`config.mk`:
```
export PLATFORM = sky130hd
export DESIGN_NAME = grid_contour_boundary_follower_top
export DESIGN_NICKNAME = d
export VERILOG_FILES = /design/src/sv/gcbf_pkg.sv /design/src/sv/gcbf_step.sv /design/src/sv/grid_contour_boundary_follower_top.sv
export SDC_FILE = /design/constraint.sdc
export NUM_CORES = 1
export LEC_CHECK = 0
export BUFFER_PORTS_ARGS = -buffer_cell sky130_fd_sc_hd__buf_2
export CAP_MARGIN = 20
export CORE_ASPECT_RATIO = 0.9
export CORE_MARGIN = 4
export CORE_UTILIZATION = 35
export CTS_CLUSTER_DIAMETER = 200
export CTS_CLUSTER_SIZE = 10
export DETAILED_ROUTE_END_ITERATION = 12
export PLACE_DENSITY = 0.57
export SYNTH_ARGS = -nofsm -noshare
export SYNTH_HDL_FRONTEND = slang
export SYNTH_HIERARCHICAL = 1
export SYNTH_SLANG_ARGS = --single-unit
```
`constraint.sdc`:
```
create_clock -name i_clk -period 10.9 [get_ports i_clk]
set_input_delay 0 -clock i_clk [delete_from_list [all_inputs] [get_ports i_clk]]
set_output_delay 0 -clock i_clk [all_outputs]
set_load 0.02 [all_outputs]
```
`src/sv/gcbf_pkg.sv`:
```
`timescale 1ns / 1ps
package gcbf_pkg;

    // Field widths
    localparam int COORD_BITS = 16;
    localparam int Y_BITS     = 15;
    localparam int WRAP_BITS  = 15;

    // Stream packing: query_x, query_y, point_x, point_y, padded to bytes
    localparam int OUT_DATA_BITS = ((2 * COORD_BITS + 2 * Y_BITS + 7) / 8) * 8;
    localparam int OUT_USER_BITS = 3;
    localparam int IN_DATA_BITS  = 8;

    localparam logic [WRAP_BITS-1:0] WRAP_HALF_RESET = WRAP_BITS'(18000);

    typedef logic signed [COORD_BITS-1:0] t_x;
    typedef logic signed [Y_BITS-1:0]     t_y;

    typedef enum logic [1:0] {
        DIR_RIGHT = 2'd0,
        DIR_UP    = 2'd1,
        DIR_LEFT  = 2'd2,
        DIR_DOWN  = 2'd3
    } t_dir;

    typedef enum logic {
        CMD_START  = 1'b0,
        CMD_ANSWER = 1'b1
    } t_cmd;

    typedef enum logic {
        PH_SIDE  = 1'b0,
        PH_AHEAD = 1'b1
    } t_phase;

    typedef enum logic [1:0] {
        REG_START_X      = 2'd0,
        REG_START_Y      = 2'd1,
        REG_START_FACING = 2'd2,
        REG_WRAP_HALF    = 2'd3
    } t_reg;

    typedef struct packed {
        t_x                   start_x;
        t_y                   start_y;
        t_dir                 start_facing;
        logic [WRAP_BITS-1:0] wrap_half;
    } t_cfg;

    typedef struct packed {
        t_x     x;
        t_y     y;
        t_dir   facing;
        t_phase phase;
        logic   busy;
    } t_walk;

    typedef struct packed {
        logic qv;
        logic pv;
        logic done;
        t_x   qx;
        t_y   qy;
        t_x   px;
        t_y   py;
    } t_result;

    // Neighbor pixel in direction d
    function automatic t_x nbr_x(t_x x, t_dir d);
        unique case (d)
            DIR_RIGHT: nbr_x = x + t_x'(1);
            DIR_LEFT:  nbr_x = x - t_x'(1);
            default:   nbr_x = x;
        endcase
    endfunction

    function automatic t_y nbr_y(t_y y, t_dir d);
        unique case (d)
            DIR_UP:   nbr_y = y - t_y'(1);
            DIR_DOWN: nbr_y = y + t_y'(1);
            default:  nbr_y = y;
        endcase
    endfunction

endpackage

```
`src/sv/gcbf_step.sv`:
```
`timescale 1ns / 1ps
module gcbf_step
    import gcbf_pkg::*;
(
    input  t_walk   i_walk,
    input  t_cfg    i_cfg,
    input  t_cmd    i_cmd,
    input  logic    i_inside,
    output t_walk   o_walk,
    output t_result o_result
);

    t_walk                       nw;
    t_result                     res;
    t_x                          step_x;
    t_x                          two_w;
    logic signed [COORD_BITS+1:0] wide_x;
    logic signed [COORD_BITS+1:0] wide_w;
    logic signed [COORD_BITS+1:0] low_sum;
    logic                        wrap_up;
    logic                        wrap_dn;
    logic                        at_start;

    // Longitude wrap of the stepped column
    always_comb begin
        step_x  = nbr_x(i_walk.x, i_walk.facing);
        two_w   = t_x'({i_cfg.wrap_half, 1'b0});
        wide_x  = (COORD_BITS+2)'(step_x);
        wide_w  = signed'((COORD_BITS+2)'(i_cfg.wrap_half));
        low_sum = wide_x + wide_w;
        wrap_up = (low_sum <= 0);
        wrap_dn = (wide_x > wide_w);
    end

    // One walk step per item
    always_comb begin
        nw       = i_walk;
        res      = '0;
        at_start = 1'b0;
        if (i_cmd == CMD_START) begin
            nw.x      = i_cfg.start_x;
            nw.y      = i_cfg.start_y;
            nw.facing = i_cfg.start_facing;
            nw.phase  = PH_SIDE;
            nw.busy   = 1'b1;
            res.qv    = 1'b1;
            res.qx    = nbr_x(i_cfg.start_x, t_dir'(i_cfg.start_facing + 2'd1));
            res.qy    = nbr_y(i_cfg.start_y, t_dir'(i_cfg.start_facing + 2'd1));
        end else if (i_walk.busy) begin
            if (i_walk.phase == PH_SIDE) begin
                // side test: turn left on a hit
                if (i_inside) begin
                    res.pv    = 1'b1;
                    res.px    = i_walk.x + t_x'((i_walk.facing == DIR_LEFT ||
                                                 i_walk.facing == DIR_DOWN) ? 1 : 0);
                    res.py    = i_walk.y + t_y'((i_walk.facing == DIR_UP) ? 1 : 0);
                    nw.facing = t_dir'(i_walk.facing + 2'd1);
                end
                nw.phase = PH_AHEAD;
                res.qv   = 1'b1;
                res.qx   = nbr_x(i_walk.x, nw.facing);
                res.qy   = nbr_y(i_walk.y, nw.facing);
            end else begin
                // ahead test: turn right when blocked, else step
                if (!i_inside) begin
                    res.pv    = 1'b1;
                    res.px    = i_walk.x + t_x'((i_walk.facing == DIR_RIGHT ||
                                                 i_walk.facing == DIR_DOWN) ? 1 : 0);
                    res.py    = i_walk.y + t_y'((i_walk.facing == DIR_LEFT) ? 1 : 0);
                    nw.facing = t_dir'(i_walk.facing + 2'd3);
                end else begin
                    nw.y = nbr_y(i_walk.y, i_walk.facing);
                    if (wrap_up) begin
                        nw.x = step_x + two_w;
                    end else if (wrap_dn) begin
                        nw.x = step_x - two_w;
                    end else begin
                        nw.x = step_x;
                    end
                end
                nw.phase = PH_SIDE;
                at_start = (nw.x == i_cfg.start_x) && (nw.y == i_cfg.start_y) &&
                           (nw.facing == i_cfg.start_facing);
                if (at_start) begin
                    nw.busy  = 1'b0;
                    res.done = 1'b1;
                end else begin
                    res.qv = 1'b1;
                    res.qx = nbr_x(nw.x, t_dir'(nw.facing + 2'd1));
                    res.qy = nbr_y(nw.y, t_dir'(nw.facing + 2'd1));
                end
            end
        end
        o_walk   = nw;
        o_result = res;
    end

endmodule

```
`src/sv/grid_contour_boundary_follower_top.sv`:
```
`timescale 1ns / 1ps
// A result item appears on the master side in the cycle after its item is taken.
// Throughput: one item per cycle unless the master stalls; the walk state updates in the
// accepting cycle; the result sits in one output register, refilled in the cycle it is taken.
// Reset (i_rst_n low, synchronous): walker idle, output empty, registers at
// start 0/0, facing right, wrap_half 18000.
module grid_contour_boundary_follower_top
    import gcbf_pkg::*;
(
    input  logic                     i_clk,
    input  logic                     i_rst_n,
    // slave side
    input  logic                     i_s_tvalid,
    output logic                     o_s_tready,
    input  logic [IN_DATA_BITS-1:0]  i_s_tdata,   // [0] inside_req, rest zero
    input  logic                     i_s_tuser,   // [0] command
    // master side
    output logic                     o_m_tvalid,
    input  logic                     i_m_tready,
    output logic [OUT_DATA_BITS-1:0] o_m_tdata,   // query_x, query_y, point_x, point_y, zeros
    output logic [OUT_USER_BITS-1:0] o_m_tuser,   // [0] query_valid, [1] point_valid, [2] done_res
    // configuration writes
    input  logic                     i_cfg_valid,
    output logic                     o_cfg_ready,
    input  logic [1:0]               i_cfg_index,
    input  logic [COORD_BITS-1:0]    i_cfg_data
);

    t_cfg    r_cfg;
    t_walk   r_walk;
    t_walk   n_walk;
    t_result r_out;
    t_result n_out;
    logic    r_out_valid;
    logic    s_take;

    assign o_cfg_ready = 1'b1;
    assign o_s_tready  = !r_out_valid || i_m_tready;
    assign s_take      = i_s_tvalid && o_s_tready;

    // Configuration registers
    always_ff @(posedge i_clk) begin
        if (!i_rst_n) begin
            r_cfg.start_x      <= '0;
            r_cfg.start_y      <= '0;
            r_cfg.start_facing <= DIR_RIGHT;
            r_cfg.wrap_half    <= WRAP_HALF_RESET;
        end else if (i_cfg_valid) begin
            unique case (t_reg'(i_cfg_index))
                REG_START_X:      r_cfg.start_x      <= t_x'(i_cfg_data);
                REG_START_Y:      r_cfg.start_y      <= t_y'(i_cfg_data[Y_BITS-1:0]);
                REG_START_FACING: r_cfg.start_facing <= t_dir'(i_cfg_data[1:0]);
                REG_WRAP_HALF:    r_cfg.wrap_half    <= i_cfg_data[WRAP_BITS-1:0];
                default:          r_cfg.start_x      <= r_cfg.start_x;
            endcase
        end
    end

    // Walk step logic
    gcbf_step u_step (
        .i_walk   (r_walk),
        .i_cfg    (r_cfg),
        .i_cmd    (t_cmd'(i_s_tuser)),
        .i_inside (i_s_tdata[0]),
        .o_walk   (n_walk),
        .o_result (n_out)
    );

    // Walk state
    always_ff @(posedge i_clk) begin
        if (!i_rst_n) begin
            r_walk.x      <= '0;
            r_walk.y      <= '0;
            r_walk.facing <= DIR_RIGHT;
            r_walk.phase  <= PH_SIDE;
            r_walk.busy   <= 1'b0;
        end else if (s_take) begin
            r_walk <= n_walk;
        end
    end

    // Output register
    always_ff @(posedge i_clk) begin
        if (!i_rst_n) begin
            r_out_valid <= 1'b0;
        end else if (s_take) begin
            r_out_valid <= 1'b1;
        end else if (i_m_tready) begin
            r_out_valid <= 1'b0;
        end
    end

    always_ff @(posedge i_clk) begin
        if (s_take) begin
            r_out <= n_out;
        end
    end

    assign o_m_tvalid = r_out_valid;
    assign o_m_tdata  = OUT_DATA_BITS'({r_out.py, r_out.px, r_out.qy, r_out.qx});
    assign o_m_tuser  = {r_out.done, r_out.pv, r_out.qv};

endmodule

```
# Word-level counts from Yosys, hierarchy flattened
# Index checks and enable logic that the tools add are counted.
dict set report op_classes {
  order_cmp 2
  n_eq_ne 20
  n_mux 45
  n_reduce_logical 21
  addsub 23
}
# operator n
set op_table {}
lappend op_table {{$mux 31} 9}
lappend op_table {{$pmux 16 s2} 4}
lappend op_table {{$pmux 15 s2} 4}
lappend op_table {{$mux 35} 2}
lappend op_table {{$mux 65} 1}
lappend op_table {{$mux 62} 1}
lappend op_table {{$add 16x16->16} 3}
lappend op_table {{$add 16x2->16 const B} 3}
lappend op_table {{$sub 16x2->16 const B} 3}
lappend op_table {{$add 15x2->15 const B} 3}
lappend op_table {{$sub 15x2->15 const B} 3}
lappend op_table {{$mux 16} 2}
lappend op_table {{$add 15x15->15} 2}
lappend op_table {{$eq 2x2->1 const B} 10}
lappend op_table {{$mux 2} 9}
lappend op_table {{$add 16x16->17} 1}
lappend op_table {{$le 17x1->1 const B} 1}
lappend op_table {{$eq 16x16->1} 1}
lappend op_table {{$gt 16x16->1} 1}
lappend op_table {{$sub 16x16->16} 1}
lappend op_table {{$eq 15x15->1} 1}
lappend op_table {{$mux 1} 12}
lappend op_table {{$reduce_and 2->1} 6}
lappend op_table {{$eq 2x1->1 const B} 5}
lappend op_table {{other kinds (11)} 23}
dict set report totals {
  out_inout_bits 70
  input_bits 32
  ff_bits 149
  word_cells 128
}

# Depth between registers and ports, before layout
# Gate-level depths: netlist of run 1.
dict set report logic_depth {
  depth_word 16
  mapped_depth 38
  depth_no_buf 35
}

# Hierarchy
# The synthesis of run 1 kept the hierarchy.
# mod instances area_per_inst_um2 cells_per_inst seq_area_each_um2
set modules_own_cells {}
lappend modules_own_cells {gcbf_step 1 12166.7 1934 0.0}
lappend modules_own_cells {grid_contour_boundary_follower_top 1 5162.5 413 3633.5}

# Least setup slack after synthesis of run 1
# No wires, ideal clock.
dict set report synth_path {
  path_type {reg2reg}
  start {register r_walk[19] (netlist bit)}
  end {register r_out (netlist bit o_m_tdata[15]), data pin}
  synth_period_minus_slack_ps 8061
  path_buffers 3
  stages_incl_launch_ff 35
  t_arrival_ps 7802
  setup_slack_ps 2839
  setup_ps 259
  required_ps 10641
  cell_sequence {dfxtp_1 -> buf_2 -> inv_1 -> ha_1 -> or4b_2 -> or4_1 -> o22ai_1 -> nor2_1 -> a31oi_1 -> ha_1 -> clkbuf_1 -> nor2b_1 -> o22ai_1 -> o311ai_1 -> or3_1 -> nor3_1 -> nor4bb_1 -> a21boi_1 -> buf_2 -> o21ai_0 -> and2_1 -> mux2i_1 -> inv_1 -> ha_1 -> a21o_1 -> a31o_2 -> and2_1 -> o311ai_0 -> nor3_1 -> or3_1 -> o21a_1 -> a21oi_1 -> a211oi_1 -> xnor2_1 -> a211o_1}
}
# element line
set synth_rtl {}
lappend synth_rtl {{start, declared} grid_contour_boundary_follower_top.sv:30} ;# t_walk r_walk;
lappend synth_rtl {{start signal, assigned} grid_contour_boundary_follower_top.sv:78} ;# r_walk <= n_walk;
lappend synth_rtl {{end signal, assigned} grid_contour_boundary_follower_top.sv:95} ;# r_out <= n_out;
lappend synth_rtl {{end, declared} grid_contour_boundary_follower_top.sv:32} ;# t_result r_out;

==> summary.txt, run 1 <==
Combinational share of power: 32.7%
Nets: 2,512
Port Buffers: 91
Post-CTS Resized: 0
PD cells: 97.9 nW/µm²
# setup viols final: 0
CP Max Fanout: 18
Skew-Pair Late Insertion Delay: 470 ps
H-tree depth: 4
Area of the multi-input gates: 12,500 µm²
Yosys warnings: 6
Leading area contributor after synthesis: edfxtp_1
Post-Synthesis Cell Area: 17,300 µm²
Main synth FF type: dfxtp_1
Initial DRC Count: 1,950
DIE AREA: 53,100 µm²
Minimum clock period: 9350 ps
Mapped Cells: 2,347
Syn-to-layout area delta: 9.38%
RR Startpoint: r_walk[20]
Vias: 17,758
Clock transition at the registers of the reported paths: 70 ps
Syn avg cell area: 7.38 µm²
Peak supply drop: 100 µV
Largest net degree at the start of global routing: 78
Cell mode on critical path: ha_1
Most frequent cells in the layout: nand2_1 (264), nor2_1 (216), o21ai_0 (165), a21oi_1 (159), ha_1 (128)
RSZ-0062 raised after global routing: false
Core area: 49,000 µm²
Peak Freq: 107 MHz
Critical path startpoint: r_walk[20]
Critical Path AT: 9560 ps
EDFF count, synth: 65
Drt wl/cell: 21.5 µm
Tcrit/Tclk final: 85.7%
Worst setup EP type: register
WS Path Type: reg2reg
Post-synth top area share: 11.3%
Antenna violations before repair: 0
Met3 Usage GRT: 4.72%
Num Clock Sinks: 149
CP Launch Type: register
Final Hold Vio Count: 0
I/O pin cnt: 102
Register area: 3630 µm²
First-pass detailed-route iteration total: 5
CP max stage delay: 620 ps
Sequential area share after synthesis: 21.0%
#FFs+latches synth: 149
Area contributors post-synth: edfxtp_1 (11%), dfxtp_1 (9.7%), ha_1 (9.2%)
All-Layer GR Usage: 23.3%
Max-slew violation total from the final report: 0
Share of cells above drive strength 1: 10.9%
Post-DP HPWL: 47.6 mm
Post-synthesis cell type count: 103
First-pass GRT wire length: 96.9 mm
Clk root buf: clkbuf_16
Synth async-reset ratio: 0%
Final Skew: 20.3 ps
CTS Buf Count: 17
Reg power frac: 34.8%
Met2 Use GR: 33.5%
Final GP Congestion: 0.966
Worst slew pin tran: 1060 ps
DRC: 0
Max clock buf depth: 2
Max cap viols: 0
Internal Power: 1160 µW
Critical hold path startpoint: i_cfg_index[0]
# diodes: 0
Number of global-route vias before repair: 16,008
Vias per inst: 5.94
Rows: 77
Status: finished clean
Initial core utilization: 35.3%
Most common cell after layout, fill and taps aside: nand2_1
Leak Pwr: 0.00780 µW
Slew headroom: 29.3%
DRT antenna net count: 0
GR met1 Demand/Resource: 35.5%
Switching Fraction: 37.7%
Width of the die: 243 µm
Hold buffers post-CTS: 24
Type of the tightest min-delay check: in2reg
Net Switching: 700 µW
# fillers: 5,091
Setup Total Neg Slack: 0 ps
Postcts setup bufs: 0
Power share of the clock group: 32.5%
Routed WL: 64.3 mm
Die Height: 219 µm
GRT busiest layer: met1
Data required, critical path: 11,110 ps
Pwr Total: 1860 µW
Gr ovfl total: 0
Critical path's slowest cell: or4b_2
CTS tree: built
cell families (layout without fill, tap and decap cells):
group	after synthesis	in the layout	share of synthesized area, %
xor+xnor	159	159	8.04
buf+inv	307	317	7.43
fa+ha+maj	135	135	10.1
other cells	2	3	0.0433
simple gates	822	822	22.4
flops	149	149	21.0
mux	79	79	4.69
compound gates	694	694	26.4
final timing paths:
check                   to  slack, ps  depth (start not counted)
max          o_m_tdata[15]       1550                         32
min               r_cfg[6]         30                          4
max reg2reg  o_m_tdata[15]       1550                         32
min reg2reg       r_cfg[2]        540                          2
power by group through the flow:
stage                     registers (µW)  logic (µW)  clock network, µW
after floorplan                      658         417                  0
after global placement               655         579                  0
after detailed placement             656         586                  0
after CTS                            644         596                615
after global routing                 648         658                637
final                                645         607                603
worst max-delay path: cells and delay by family, from the launching register on:
family | cells | cell delay, ps
AO/OA/AOI/OAI | 13 | 3460
AND/OR/NAND/NOR | 11 | 3080
adder cells (fa/ha/maj) | 3 | 1080
flip-flops | 1 | 540
buffers and inverters | 3 | 520
multiplexers | 1 | 270
XOR/XNOR | 1 | 150
registers in the layout (all words and copies together), names as in the netlist:
register    count
r_walk         35
r_cfg          48
o_m_tdata      62
o_m_tvalid      1
o_m_tuser       3
per-stage QoR:
stage | hold WS [ps] | setup slack [ps] | instance area, µm² | std cells | utilization, %
after floorplan | 123 | 2840 | 17300 | 2348 | -
after global placement | 240 | 1850 | 18100 | 2934 | 37.0
after detailed placement | 241 | 1820 | 18100 | 2934 | 37.0
after CTS | 11.6 | 1760 | 19000 | 2990 | 38.7
after global routing | 53.4 | 828 | 19000 | 2990 | 38.7
final | 33.0 | 1550 | 19000 | 2990 | 38.7
per-layer routing:
metal | part of all wire (%) | routed length [µm]
met5 | 0 | 0
met4 | 1.7 | 1100
met3 | 8.7 | 5630
met2 | 41 | 26100
met1 | 49 | 31400
synthesized netlist by cell type (8+ instances only):
master	number
nor4_1	12
a211o_1	10
clkbuf_1	126
mux2_2	17
ha_1	128
or3_1	21
o31ai_1	11
buf_1	25
o21ai_0	167
a21oi_1	159
or4_1	10
nor2_1	216
a311oi_1	9
and2_1	8
mux2i_1	62
o22a_1	10
a31oi_1	24
nor2b_1	20
buf_2	13
nand4_1	22
nand2_1	264
o21ai_2	19
o21bai_1	19
xnor2_1	107
a22oi_1	29
nand3_1	88
buf_6	9
a211oi_1	25
o21a_1	14
nand2b_1	17
a221oi_1	12
or2_2	12
inv_1	125
xor2_1	52
and3_1	23
o22ai_1	52
dfxtp_1	84
o211ai_1	15
a21o_1	27
edfxtp_1	65
nor3_1	66
cell type report:
type | instances | share of cell area (%)
Clock buffer | 21 | 2.56
Timing Repair Buffer | 158 | 5.39
Clock inverter | 11 | 0.449
Sequential cell | 149 | 19.2
Inverter | 127 | 2.52
Multi-Input combinational cell | 1892 | 65.7
Tap cell | 632 | 4.17
Power figures use the tool's default switching activity.
==> inputs of run 2 (changes only) <==
SYNTH_HIERARCHICAL = default   (was 1)
==> summary.txt, run 2 <==
Largest net degree at the start of global routing: 63 (-19%)
Count leader, synth: nand2_1
I/O pin cnt: 102 (unchanged)
WL met2: 24.5 mm (-6.4%)
Num Clock Sinks: 149 (unchanged)
Nets: 2,370 (-5.7%)
Leading area contributor after synthesis: edfxtp_1
Post-layout util: 39.0% (+0.31 points)
Final Skew: 20.8 ps (+0.493 ps)
Largest register FFs: 62 (unchanged)
Width of the die: 237 µm (-2.4%)
Metal-1 WL: 28.9 mm (-8.0%)
Clock transition at the registers of the reported paths: 70 ps (about the same)
Post-route setup slack: 1170 ps (-383 ps)
DRC: 0 (unchanged)
Number of global-route vias before repair: 15,190 (-5.1%)
Flop-to-flop setup slack: 1170 ps (-380 ps)
Critical path startpoint: r_walk[2]
Most frequent cells in the layout: nand2_1 (240), nor2_1 (207), a21oi_1 (181), ha_1 (143), o21ai_0 (129)
Slew headroom: 36.0% (+6.8 points)
Max cap viols: 0 (unchanged)
Syn avg cell area: 7.55 µm² (+2.2%)
Post-synthesis cell type count: 93 (-9.7%)
Rows: 75 (-2.6%)
Pre-CTS setup slack: 1410 ps (-410 ps)
Type of the tightest min-delay check: in2reg
CP Max Fanout: 22 (+4)
Top routing layer in use: met5
FF-to-FF End: o_m_tdata[15]
Gr ovfl total: 0 (unchanged)
RSZ-0062 raised after global routing: false
Antenna violations before repair: 1 (+1)
Critical path endpoint: o_m_tdata[15]
Worst r2r path cells: 29 (-9.4%)
Leak Pwr: 0.00705 µW (-9.5%)
DIE AREA: 50,600 µm² (-4.8%)
Skew-Pair Late Insertion Delay: 470 ps (about the same)
First-pass GRT wire length: 92.2 mm (-4.8%)
Post-DP HPWL: 45.5 mm (-4.4%)
Post-synth top area share: 11.8% (+0.59 points)
Synth async-reset ratio: 0% (unchanged)
Sequential area share after synthesis: 22.1% (+1.1 points)
Post-Synthesis Cell Area: 16,500 µm² (-4.9%)
DRT antenna net count: 0 (unchanged)
Hold Path Cell Cnt: 4 (unchanged)
Data required, critical path: 11,170 ps (+60 ps)
Critical path's slowest cell: o221ai_1
Minimum clock period: 9730 ps (+383 ps)
Vias per inst: 5.96 (+0.32%)
Die Height: 214 µm (-2.4%)
Port Buffers: 91 (unchanged)
CP max stage delay: 750 ps (+130 ps)
Mapped Cells: 2,183 (-7.0%)
PD cells: 116 nW/µm² (+18%)
Clk root buf: clkbuf_16
Main synth FF type: dfxtp_1
Final Hold Vio Count: 0 (unchanged)
Worst slew pin tran: 960 ps (-100 ps)
Syn-to-layout area delta: 10.1%
CTS tree: built
Status: finished clean
Max clock buf depth: 2 (unchanged)
Vias: 16,784 (-5.5%)
Initial DRC Count: 2,162 (+11%)
Max-slew violation total from the final report: 0 (unchanged)
Setup Total Neg Slack: 0 ps (unchanged)
Tcrit/Tclk final: 89.3% (+3.5 points)
Postcts setup bufs: 0 (unchanged)
Share of cells above drive strength 1: 9.27% (-1.6 points)
Pwr Total: 2100 µW (+13%)
WS Path Type: reg2reg
Worst setup EP type: register
CP Launch Type: register
CTS Buf Count: 17 (unchanged)
Top post-synthesis cells by count: nand2_1 (241), nor2_1 (209), a21oi_1 (182), ha_1 (143), o21ai_0 (129)
Yosys warnings: 0 (-6)
H-tree depth: 4 (unchanged)
First-pass detailed-route iteration total: 5 (unchanged)
Most common cell after layout, fill and taps aside: nand2_1
Post-CTS Resized: 0 (unchanged)
# setup viols final: 0 (unchanged)
#FFs+latches synth: 149 (unchanged)
Peak supply drop: 87.6 µV (-13%)
Final GP Congestion: 0.984 (+1.8%)
# diodes: 0 (unchanged)
EDFF count, synth: 65 (unchanged)
All-Layer GR Usage: 23.2% (-0.12 points)
RR Startpoint: r_walk[2]
Peak Freq: 103 MHz (-3.9%)
Cell mode on critical path: inv_1
Area contributors post-synth: edfxtp_1 (12%), ha_1 (11%), dfxtp_1 (10%)
Routed WL: 60.8 mm (-5.5%)
Core area: 46,500 µm² (-5.1%)
Initial core utilization: 35.4% (+0.055 points)
Length of routed met3 wiring: 5.85 mm (+4.0%)
Drt wl/cell: 21.6 µm (+0.31%)
Critical Path AT: 10,000 ps (+440 ps)
## run 2: changes by cell type in the layout (fill, tap and decap cells not counted), sizes merged, moves of 14 or more
cell and change:
a22oi +24, inv -29, ha +15, nand3 -53
o21ai -58, mux2i -26, nand2 -24, a21oi +23
nor3 -14
## run 2: worst min path at each step
| stage | startpoint | endpoint | slack [ps] |
|---|---|---|---|
| 5_1_grt | i_cfg_index[0] | r_cfg[15] | 90 |
| 2_1_floorplan | i_s_tvalid | o_m_tvalid | 130 |
| 4_1_cts | i_cfg_index[0] | r_cfg[15] | 10 |
| 3_3_place_gp | i_cfg_data[15] | r_cfg[47] | 250 |
| 3_5_place_dp | i_cfg_data[15] | r_cfg[47] | 250 |
| 6_report | i_cfg_index[0] | r_cfg[15] | 40 |
## run 2: area by class of cell
type                            instances  area (µm²)
Fill cell                            4886       28400
Multi-Input combinational cell       1779       11900
Sequential cell                       149        3630
Timing Repair Buffer                  143         898
Tap cell                              616         771
Clock buffer                           21         483
Inverter                               98         368
Clock inverter                         11        81.3
## run 2: report_power, final
group / internal (µW) / switching (µW) / total, µW
registers: 616 / 55.7 / 672
logic: 316 / 524 / 840
clock network: 321 / 267 / 589
total: 1250 / 847 / 2100
## run 2: worst max-delay path, delay by kind of cell, from the launching register on
| family | cells | cell delay, ps |
|---|---|---|
| xor+xnor | 2 | 350 |
| fa+ha+maj | 3 | 1390 |
| simple gates | 7 | 1490 |
| buf+inv | 3 | 930 |
| compound gates | 14 | 4620 |
| flops | 1 | 740 |
## run 2: cell families (layout without fill, tap and decap cells)
| family | Yosys count | after routing | share of synthesized area, % |
|---|---|---|---|
| other | 2 | 3 | 0.0456 |
| buffers and inverters | 256 | 273 | 6.08 |
| adders and majority gates | 150 | 150 | 11.7 |
| AOI/OAI and AO/OA | 700 | 700 | 28.0 |
| DFF | 149 | 149 | 22.1 |
| and+or+nand+nor | 708 | 708 | 20.0 |
| xor gates and xnor gates | 169 | 169 | 8.99 |
| muxes | 49 | 49 | 3.08 |
## run 2: per-layer routing
metal  up-vias  GRT usage, %
li1       7993             -
met1      7983          34.9
met2       732          32.5
met3        74          5.98
met4         2          6.54
met5         -             0
## run 2: repair_timing
item,in CTS,in global routing
endpoints found under the hold margin,50,0
setup endpoints to repair,0,0
hold buffers,21,0
## run 2: per-stage QoR
| stage | hold WS [ps] | instances | area (µm²) |
|---|---|---|---|
| floorplan | 129 | 2184 | 16500 |
| global placement | 248 | 2764 | 17400 |
| detailed placement | 247 | 2764 | 17400 |
| CTS | 14.8 | 2817 | 18100 |
| global route | 85.8 | 2817 | 18100 |
| finish | 38.8 | 2817 | 18100 |
